### config.mk
export PLATFORM = sky130hd
export DESIGN_NAME = plts_ctrl
export DESIGN_NICKNAME = d
export VERILOG_FILES = /design/src/design/plts_pkg.sv /design/src/design/plts_ctrl.sv
export VERILOG_INCLUDE_DIRS = /design/src /design/src/design
export SDC_FILE = /design/constraint.sdc
export NUM_CORES = 1
export LEC_CHECK = 0
export BUFFER_PORTS_ARGS = -buffer_cell sky130_fd_sc_hd__clkbuf_2
export CAP_MARGIN = 15
export CORE_ASPECT_RATIO = 1.75
export CORE_MARGIN = 4
export CORE_UTILIZATION = 54
export DETAILED_ROUTE_END_ITERATION = 12
export GPL_TIMING_DRIVEN = 0
export HOLD_SLACK_MARGIN = 0.15
export PLACE_DENSITY_LB_ADDON = 0.15
export SLEW_MARGIN = 20
export SYNTH_ARGS = -nofsm -noshare
export SYNTH_HDL_FRONTEND = slang
export SYNTH_SLANG_ARGS = --single-unit
### constraint.sdc
create_clock -name clk -period 3.1 [get_ports clk]
set_input_delay 0.93 -clock clk [delete_from_list [all_inputs] [get_ports clk]]
set_output_delay 0.93 -clock clk [all_outputs]
set_load 0.02 [all_outputs]
### src/design/path_lookahead_target_select_top_defines.svh
// Assertion macros shared by the path lookahead target select design.
`ifndef PATH_LOOKAHEAD_TARGET_SELECT_TOP_DEFINES_SVH
`define PATH_LOOKAHEAD_TARGET_SELECT_TOP_DEFINES_SVH
// Implication checked on every clock edge outside reset.
`define PLTS_ASSERT_IMP(label, clk, rst, ante, cons, msg) \
  label: assert property (@(posedge clk) disable iff (rst) (ante) |-> (cons)) else $error(msg);
// Next-cycle implication checked on every clock edge outside reset.
`define PLTS_ASSERT_NEXT(label, clk, rst, ante, cons, msg) \
  label: assert property (@(posedge clk) disable iff (rst) (ante) |=> (cons)) else $error(msg);
`endif

### src/design/plts_pkg.sv
// Package of types, constants and codes for the path lookahead target select block.
`default_nettype none
package plts_pkg;
  localparam int MaxWaypoints = 256;
  localparam int AddrW = $clog2(MaxWaypoints);
  localparam int CountW = AddrW + 1;

  localparam logic [1:0] ACT_CLEAR  = 2'd0;
  localparam logic [1:0] ACT_APPEND = 2'd1;
  localparam logic [1:0] ACT_QUERY  = 2'd2;

  typedef struct packed {
    logic [1:0]         action;
    logic signed [31:0] coord_x;
    logic signed [31:0] coord_y;
    logic signed [31:0] coord_z;
  } in_item_t;

  typedef struct packed {
    logic signed [31:0] target_x;
    logic signed [31:0] target_y;
    logic signed [31:0] target_z;
    logic [7:0]         target_index;
    logic               path_empty;
    logic               path_overflowed;
  } out_item_t;

  // Commands from controller to datapath.
  typedef struct packed {
    logic load_item;     // capture input coordinates
    logic clear_path;
    logic append_point;
    logic rd_issue;      // read memory at rd_addr
    logic [AddrW-1:0] rd_addr;
    logic dist_start;    // start squared distance on (ref, read point)
    logic take_best;     // compare distance, keep minimum
    logic init_best;
    logic load_ref;      // reference point <- read point
    logic sqrt_start;
    logic acc_clear;
    logic acc_add;
    logic set_target;    // target <- read point
    logic emit;
    logic emit_empty;
    logic [AddrW-1:0] tgt_idx;
  } ctrl_t;

  typedef struct packed {
    logic [CountW-1:0] count;
    logic              dist_done;
    logic              sqrt_done;
    logic              acc_below;
    logic [AddrW-1:0]  best_idx;
  } stat_t;
endpackage
`default_nettype wire

### src/design/plts_ctrl.sv
// Controller state machine sequencing appends, the nearest search and the walk.
`default_nettype none
module plts_ctrl import plts_pkg::*; (
  input  wire       clk,
  input  wire       rst,
  input  wire       start,
  input  wire [1:0] action,
  input  wire stat_t stat,
  output logic      busy,
  output ctrl_t     ctrl
);
  `include "path_lookahead_target_select_top_defines.svh"

  localparam logic [3:0] S_IDLE   = 4'd0;
  localparam logic [3:0] S_NRD    = 4'd1;
  localparam logic [3:0] S_NLOAD  = 4'd2;
  localparam logic [3:0] S_NDIST  = 4'd3;
  localparam logic [3:0] S_WCHK   = 4'd4;
  localparam logic [3:0] S_WRDA   = 4'd5;
  localparam logic [3:0] S_WREFA  = 4'd6;
  localparam logic [3:0] S_WRDB   = 4'd7;
  localparam logic [3:0] S_WDIST  = 4'd8;
  localparam logic [3:0] S_WSQRT  = 4'd9;
  localparam logic [3:0] S_TRD    = 4'd10;
  localparam logic [3:0] S_TLOAD  = 4'd11;
  localparam logic [3:0] S_EMIT   = 4'd12;
  localparam logic [3:0] S_WAIT   = 4'd13;

  logic [3:0] state, state_next;
  logic [AddrW-1:0] idx, idx_next;
  logic [AddrW-1:0] tgt, tgt_next;
  logic accept;
  logic last_n;

  assign accept = start && !busy;
  assign busy   = state != S_IDLE;
  assign last_n = CountW'(idx) + CountW'(1) >= stat.count;

  // Next state and command decode.
  always_comb begin
    state_next = state;
    idx_next   = idx;
    tgt_next   = tgt;
    ctrl       = '0;
    ctrl.rd_addr = idx;
    ctrl.tgt_idx = tgt;
    unique case (state)
      S_IDLE: begin
        if (accept) begin
          ctrl.load_item = 1'b1;
          ctrl.clear_path = action == ACT_CLEAR;
          ctrl.append_point = action == ACT_APPEND;
          if (action == ACT_QUERY) begin
            idx_next = '0;
            state_next = (stat.count == '0) ? S_EMIT : S_NRD;
          end
        end
      end
      S_NRD: begin
        ctrl.rd_issue = 1'b1;
        state_next = S_NLOAD;
      end
      S_NLOAD: begin
        state_next = S_NDIST;
        ctrl.dist_start = 1'b1;
      end
      S_NDIST: begin
        if (stat.dist_done) begin
          if (idx == '0) ctrl.init_best = 1'b1;
          else ctrl.take_best = 1'b1;
          if (last_n) begin
            state_next = S_WAIT;
          end else begin
            idx_next = idx + AddrW'(1);
            state_next = S_NRD;
          end
        end
      end
      S_WAIT: begin
        tgt_next = stat.best_idx;
        ctrl.acc_clear = 1'b1;
        state_next = S_WCHK;
      end
      S_WCHK: begin
        if (CountW'(tgt) + CountW'(1) < stat.count && stat.acc_below) begin
          idx_next = tgt;
          state_next = S_WRDA;
        end else begin
          idx_next = tgt;
          state_next = S_TRD;
        end
      end
      S_WRDA: begin
        ctrl.rd_issue = 1'b1;
        idx_next = idx + AddrW'(1);
        state_next = S_WREFA;
      end
      S_WREFA: begin
        ctrl.load_ref = 1'b1;
        state_next = S_WRDB;
      end
      S_WRDB: begin
        // The second read lands before the distance unit takes its first axis.
        ctrl.rd_issue = 1'b1;
        ctrl.dist_start = 1'b1;
        state_next = S_WDIST;
      end
      S_WDIST: begin
        if (stat.dist_done) begin
          ctrl.sqrt_start = 1'b1;
          state_next = S_WSQRT;
        end
      end
      S_WSQRT: begin
        if (stat.sqrt_done) begin
          ctrl.acc_add = 1'b1;
          tgt_next = tgt + AddrW'(1);
          state_next = S_WCHK;
        end
      end
      S_TRD: begin
        ctrl.rd_issue = 1'b1;
        state_next = S_TLOAD;
      end
      S_TLOAD: begin
        ctrl.set_target = 1'b1;
        state_next = S_EMIT;
      end
      S_EMIT: begin
        ctrl.emit = 1'b1;
        ctrl.emit_empty = stat.count == '0;
        state_next = S_IDLE;
      end
      default: state_next = S_IDLE;
    endcase
  end

  // State, scan index and walk target registers.
  always_ff @(posedge clk) begin
    if (rst) begin
      state <= S_IDLE;
      idx   <= '0;
      tgt   <= '0;
    end else begin
      state <= state_next;
      idx   <= idx_next;
      tgt   <= tgt_next;
    end
  end

  `PLTS_ASSERT_NEXT(a_emit_idle, clk, rst, ctrl.emit, state == S_IDLE, "emit not followed by idle")
  `PLTS_ASSERT_IMP(a_no_accept_busy, clk, rst, state != S_IDLE, !accept, "accept while busy")
  `PLTS_ASSERT_IMP(a_one_cmd, clk, rst, 1'b1, $onehot0({ctrl.clear_path, ctrl.append_point, ctrl.emit}), "conflicting commands")
  `PLTS_ASSERT_IMP(a_walk_bound, clk, rst, state == S_WRDA, CountW'(tgt) + CountW'(1) < stat.count, "walk past end")
endmodule
`default_nettype wire
==> results of run 1 <==
[how the worst max path moves through the flow]
stage | from | to | slack (ps) | cells after the start
2_1_floorplan | idx[2] | idx[0] | 300 | 10
3_3_place_gp | tgt[0] | state[0] | 170 | 10
3_5_place_dp | tgt[0] | state[0] | 140 | 10
4_1_cts | tgt[0] | state[0] | 110 | 10
5_1_grt | tgt[0] | state[0] | 1 | 10
6_report | idx[0] | idx[3] | 150 | 9
[sequential cells by signal (all words and copies together), names as in the netlist]
signal  cells
idx         8
tgt         8
state       4
[what timing repair did]
action | 4_1_cts | 5_1_grt
resized for setup | 0 | 2
setup endpoints to repair | 0 | 9
hold buffers | 0 | 0
buffers inserted | 0 | 0
[synthesized netlist by cell type, types with 3 or more instances]
cell type  instances  area share (%)
nand4_1            5             1.5
and4_1             3             1.2
o211ai_1           5             1.8
o21a_1             3             1.1
clkbuf_1           5            0.89
o21ai_0            4            0.95
nor3_1            11             2.6
inv_1             17             3.0
nand2b_1           6             1.8
buf_2              6             1.4
a21oi_1           18             4.3
nor2b_1           13             3.8
nand2_1           17             3.0
inv_2              3            0.53
a211oi_1           4             1.4
nor2_1            24             4.3
a22oi_1            9             3.2
xor2_1             6             2.5
dfxtp_1           20              19
ha_1              20              12
o21ai_1           10             2.4
nand3_1           13             3.1
o211a_1            4             1.9
xnor2_1            6             2.5
mux2_1             8             4.3
[layout make-up]
class / count / area [µm²]
fillers: 349 / 1180
well taps: 46 / 57.6
plain buffers: 12 / 60.1
inverters: 20 / 75.1
repair buffers: 54 / 270
clock buffers: 3 / 41.3
clock inverters: 1 / 30.0
flip-flops and latches: 20 / 400
multi-input cells: 226 / 1590
[layer usage]
layer  vias up  global-route usage, %
met1      1070                   27.2
met4         0                   12.0
met3        25                   2.86
met5         -                      0
met2        94                   45.8
li1       1133                      -
[kinds of logic (layout without fill, tap and decap cells)]
family	Yosys count	count (layout)	synth area share [%]
buf+inv	33	90	6.56
simple gates	112	112	28.8
fa+ha+maj	20	20	11.8
mux	9	9	4.73
compound gates	73	73	24.2
flops	20	20	18.9
xor+xnor	12	12	4.96
[where the power goes]
part / switching, mW / leakage [nW] / internal (mW)
Clock: 0.0932 / 0.0357 / 0.173
Sequential: 0.00847 / 0.161 / 0.264
Combinational: 0.171 / 1.03 / 0.103
Total: 0.273 / 1.22 / 0.539
[cells in the final DEF (no fill, tap or decap), types with 2 or more instances in the layout]
master    netlist  final
a22oi_1         9      9
inv_1          17     17
clkbuf_2        0     54
o211ai_1        5      5
buf_2           6      6
or3_1           2      2
a21oi_1        18     18
a31oi_1         2      2
o21ai_0         4      4
nand2b_1        6      6
nand4_1         5      5
nor2_1         24     23
clkbuf_8        0      3
mux2_1          8      8
or2_2           2      2
nor3_1         11     11
nand3_1        13     13
nor3b_1         2      2
xor2_1          6      6
inv_2           3      3
o211a_1         4      4
xnor2_1         6      6
nor2b_1        13     13
o21a_1          3      3
a22o_1          2      2
nor3_2          2      2
ha_1           20     20
a211oi_1        4      4
o21ai_1        10     10
and4_1          3      3
dfxtp_1        20     20
nand2_1        17     17
clkbuf_1        5      4
nor4b_1         2      2
[worst reg2reg max path: cells and delay by family (launching register included)]
family	cells	cell delay [ps]
AOI/OAI and AO/OA	4	860
adders and majority gates	2	620
DFF	1	500
and+or+nand+nor	2	490
muxes	1	370
[per-stage QoR]
stage	std cells	hold slack (ps)	cell area [µm²]	total power, mW	util [%]
after global routing	382	564	2520	0.857	68.1
after floorplan	279	571	2120	0.474	-
after CTS	383	555	2520	0.817	68.0
after global placement	379	540	2440	0.547	66.1
after detailed placement	379	543	2440	0.549	66.1
final	382	554	2520	0.812	68.1
==> results.sh, run 1 <==
export IMPL_status="finished, final reports clean"
export IMPL_fin_skew_ps=6.36
export IMPL_rows=29
export IMPL_rsz0062_at_grt="false"
export IMPL_cpMostUsedCell="ha_1"
export IMPL_track_usage_pct=24.8
export IMPL_maxSlewHeadroom_pct=65.3
export IMPL_cts_buffers_inserted=3
export IMPL_die_height_um=90.8
export IMPL_drt_initial_drc_count=118
export IMPL_power_density_nw_per_um2=322
export IMPL_report_final_slew_viol_count=0
export IMPL_fin_crit_ps=2950
export IMPL_ant_nets=0
export IMPL_syn_area_um2=2120
export IMPL_async_flop_share_pct=0
export IMPL_synth_seq_cells=20
export IMPL_syn_avg_cell_area_um2=7.59
export IMPL_start_util_pct=57.2
export IMPL_tightest_slew_ps=518
export IMPL_peakVddDrop_mv=0.257
export IMPL_grt_pass1_wl_mm=10.4
export IMPL_crit_chain="ha_1 -> a21boi_0 -> or2_2 -> ha_1 -> and4_1 -> o21ai_1 -> o211a_1 -> o211ai_4 -> mux2_1"
export IMPL_syn_nets=324
export IMPL_gp_congestion=0.982
export IMPL_pre_cts_slack_ps=137
export IMPL_grt_max_degree=13
export IMPL_fin_nets=382
export IMPL_wire_per_inst_um=15.9
export IMPL_crit_buf_inv=0
export IMPL_r2r_cells=9
export IMPL_die_area_um2=5030
export IMPL_synth_main_ff_cell="dfxtp_1"
export IMPL_critPathRequiredTime_ps=3250
export IMPL_wl_met2_mm=3.22
export IMPL_netlist_instances=279
export IMPL_clkLatencyLatePin_ps=260
export IMPL_drive_gt1_share_pct=22.9
export IMPL_cts_root_buf="clkbuf_8"
export IMPL_slowest_delay_ps=500
export IMPL_antenna_found_initial=0
export IMPL_hp_start="tgt[7]"
export IMPL_critPathMaxFanout=8
export IMPL_wirelength_mm=6.09
export IMPL_top_layer_used="met4"
export IMPL_path_delay_family="compound AO/OA/AOI/OAI gates"
export IMPL_num_antenna_cells=0
export IMPL_io_pins=56
export IMPL_met3WireLength_um=333
export IMPL_route_detailed_drc=0
export IMPL_worstReg2RegEnd="idx[3]"
export IMPL_first_pass_iters=5
export IMPL_cts_tree="built"
export IMPL_cp_data_arrival_time_ps=3100
export IMPL_grt_pass1_vias=2323
export IMPL_grt_overflow_total=0
export IMPL_cts_num_sinks=20
export IMPL_path_class="reg -> reg"
export IMPL_min_path_type="reg -> reg"
export IMPL_holdPathStages=2
export IMPL_ctsHtreeMaxLevel=1
export IMPL_tns_ps=0
export IMPL_period_share_pct=95.0
export IMPL_core_um2=3700
export IMPL_clk_pin_slew_ps=80
export IMPL_r2r_slack_ps=150
export IMPL_yosys_cell_types_count=57
export IMPL_hpwl_mm=4.99
export IMPL_setup_viol=0
export IMPL_worst_slack_ps=154
export IMPL_die_x_um=55.3
export IMPL_critPathLaunchType="flop"
export IMPL_vias_per_cell=6.08
export IMPL_port_buffers=54
export IMPL_yosysSeqAreaShare_pct=18.9
export IMPL_holdPathEnd="tgt[7]"
export IMPL_synth_edff_count=0
export IMPL_p_leak_nw=1.22
export IMPL_r2r_start="idx[0]"
export IMPL_vias=2322
export IMPL_yosysWarnings=0
export IMPL_fmax_mhz=339
export IMPL_slowest_stage="dfxtp_1"
export IMPL_wl_met1_mm=2.29
export IMPL_end_kind="flop"
export IMPL_cts_path_max_buffers=2
export IMPL_area_delta_synth_final_pct=19.0
export IMPL_finalHoldViolations=0
export IMPL_drv_cap=0
Power figures use the tool's default switching activity.
==> inputs of run 2 (changes only) <==
Clock period 3.1 ns to 2.9 ns, I/O delays scaled along.
==> run 2 against run 1 <==
Compared with the run above:
- first-iteration DRC count up 5.9%
- die area unchanged
- clock power up 6%
- routed wire length unchanged
- sequential share of layout area up 0.065 points
- clock skew down 1.6 ps
- setup slack better by 7.1 ps
- hold slack worse by 2.3 ps
- flip-flop and latch count unchanged
- via count down 1.5%
- cell count up 0.52%
- largest cell class unchanged
- largest power group unchanged
==> results.sh, run 2 (synthesis gave the netlist of run 1 again) <==
export IMPL_mostFrequentLayoutCell="clkbuf_2"
export IMPL_setup_viol=0
export IMPL_hpwl_mm=4.99
export IMPL_report_final_slew_viol_count=0
export IMPL_tightest_slew_ps=529
export IMPL_pre_cts_slack_ps=-62.9
export IMPL_rsz0062_at_grt="false"
export IMPL_holdBufCountCts=0
export IMPL_grt_max_degree=13
export IMPL_slowest_stage="dfxtp_2"
export IMPL_path_class="reg -> reg"
export IMPL_ant_nets=0
export IMPL_multi_input_area_um2=1600
export IMPL_fin_nets=384
export IMPL_p_leak_nw=1.24
export IMPL_num_antenna_cells=0
export IMPL_placed_area_um2=2440
export IMPL_wirelength_mm=6.09
export IMPL_rows=29
export IMPL_cts_num_sinks=20
export IMPL_slowest_delay_ps=430
export IMPL_vias=2288
export IMPL_drt_initial_drc_count=125
export IMPL_min_path_type="reg -> reg"
export IMPL_fill_cells=333
export IMPL_start_util_pct=57.2
export IMPL_drv_cap=0
export IMPL_critPathMaxFanout=8
export IMPL_antenna_found_initial=0
export IMPL_end_kind="flop"
export IMPL_worst_slack_ps=161
export IMPL_grtUsageMet3_pct=2.86
export IMPL_grt_overflow_total=0
export IMPL_core_um2=3700
export IMPL_track_usage_pct=24.9
export IMPL_maxSlewHeadroom_pct=64.6
export IMPL_vias_per_cell=5.96
export IMPL_wire_per_inst_um=15.9
export IMPL_critPathLaunchType="flop"
export IMPL_peakVddDrop_mv=0.272
export IMPL_holdPathEnd="tgt[0]"
export IMPL_drive_gt1_share_pct=26.9
export IMPL_cts_path_max_buffers=2
export IMPL_grt_met2_usage_pct=45.8
export IMPL_die_height_um=90.8
export IMPL_period_share_pct=94.5
export IMPL_worstReg2RegEnd="idx[3]"
export IMPL_cp_data_arrival_time_ps=2890
export IMPL_fin_skew_ps=4.72
export IMPL_ctsHtreeMaxLevel=1
export IMPL_clkLatencyLatePin_ps=260
export IMPL_grt_busiest_layer="met2"
export IMPL_cts_tree="built"
export IMPL_area_delta_synth_final_pct=21.5
export IMPL_finalHoldViolations=0
export IMPL_gp_congestion=0.982
export IMPL_seqCellArea_um2=410
export IMPL_r2r_cells=10
export IMPL_die_area_um2=5030
export IMPL_r2r_start="idx[0]"
export IMPL_finalInstanceArea_um2=2570
export IMPL_layout_common_cells="clkbuf_2, nor2_1, a21oi_1, ha_1"
export IMPL_power_density_nw_per_um2=340
export IMPL_hp_start="tgt[0]"
export IMPL_first_pass_iters=4
export IMPL_fmax_mhz=365
export IMPL_crit_chain="ha_2 -> a21boi_0 -> or2_2 -> ha_1 -> and4_1 -> o21ai_1 -> o211a_1 -> o211ai_4 -> buf_12 -> mux2_1"
export IMPL_die_x_um=55.3
export IMPL_route_detailed_drc=0
export IMPL_clk_pin_slew_ps=80
export IMPL_fin_crit_ps=2740
export IMPL_holdPathStages=2
export IMPL_top_regs="idx x8, tgt x8, state x4"
export IMPL_grt_util_met1_pct=27.4
export IMPL_port_buffers=54
export IMPL_grt_pass1_wl_mm=10.4
export IMPL_status="finished, final reports clean"
export IMPL_io_pins=56
export IMPL_cts_root_buf="clkbuf_8"
export IMPL_r2r_slack_ps=160
export IMPL_critPathRequiredTime_ps=3050
export IMPL_grt_pass1_vias=2325
export IMPL_cts_buffers_inserted=3
run 2: changes by cell type in the layout (fill, tap and decap cells not counted):
cell	before	now
buf_12	0	1
nand3_1	13	11
nand3_2	0	2
buf_4	0	1
dfxtp_2	0	8
ha_2	0	2
dfxtp_1	20	12
ha_1	20	18
run 2: timing repair:
action,in CTS,in global routing
setup endpoints to repair,9,10
resized for setup,2,12
setup buffers,0,2
pin swaps,1,2
run 2: worst max-delay path, delay by kind of cell (launching register included):
family,cells,cell delay [ps]
AOI/OAI and AO/OA,4,680
adders and majority gates,2,560
and+or+nand+nor,2,480
DFF,1,430
muxes,1,320
buffers and inverters,1,150
run 2: worst max-delay path by stage:
stage / start / end / slack, ps
global placement: tgt[0] / state[0] / -30
detailed placement: tgt[0] / state[0] / -60
finish: idx[0] / idx[3] / 160
floorplan: idx[2] / idx[0] / 100
global route: tgt[4] / state[0] / 10
CTS: idx[0] / idx[3] / 5
run 2: per-stage QoR:
stage          hold WS (ps)  setup TNS (ps)  total power, mW  util, %  std cells
2_1_floorplan           571               0            0.507        -        279
3_3_place_gp            540           -33.5            0.585     66.1        379
3_5_place_dp            543            -414            0.587     66.1        379
4_1_cts                 555               0            0.874     68.1        382
5_1_grt                 564               0            0.925     69.5        384
6_report                551               0            0.875     69.5        384
run 2: cell type report:
class / count / area share, %
multi-input cells: 226 / 62.2
flip-flops and latches: 20 / 16.0
repair buffers: 56 / 11.6
inverters: 20 / 2.92
plain buffers: 12 / 2.33
well taps: 46 / 2.24
clock buffers: 3 / 1.61
clock inverters: 1 / 1.17
run 2: layer usage:
metal / wire [µm] / part of all wire (%) / vias to the layer above
met1: 2310 / 38 / 1051
met5: 0 / 0 / -
li1: - / - / 1134
met2: 3280 / 54 / 84
met3: 293 / 4.8 / 19
met4: 210 / 3.4 / 0
run 2: where the power goes:
group          total (mW)  leakage [nW]  switching, mW  internal, mW
sequential          0.291         0.166        0.00883         0.282
clock               0.283        0.0357         0.0987         0.184
combinational       0.301          1.03          0.185         0.116
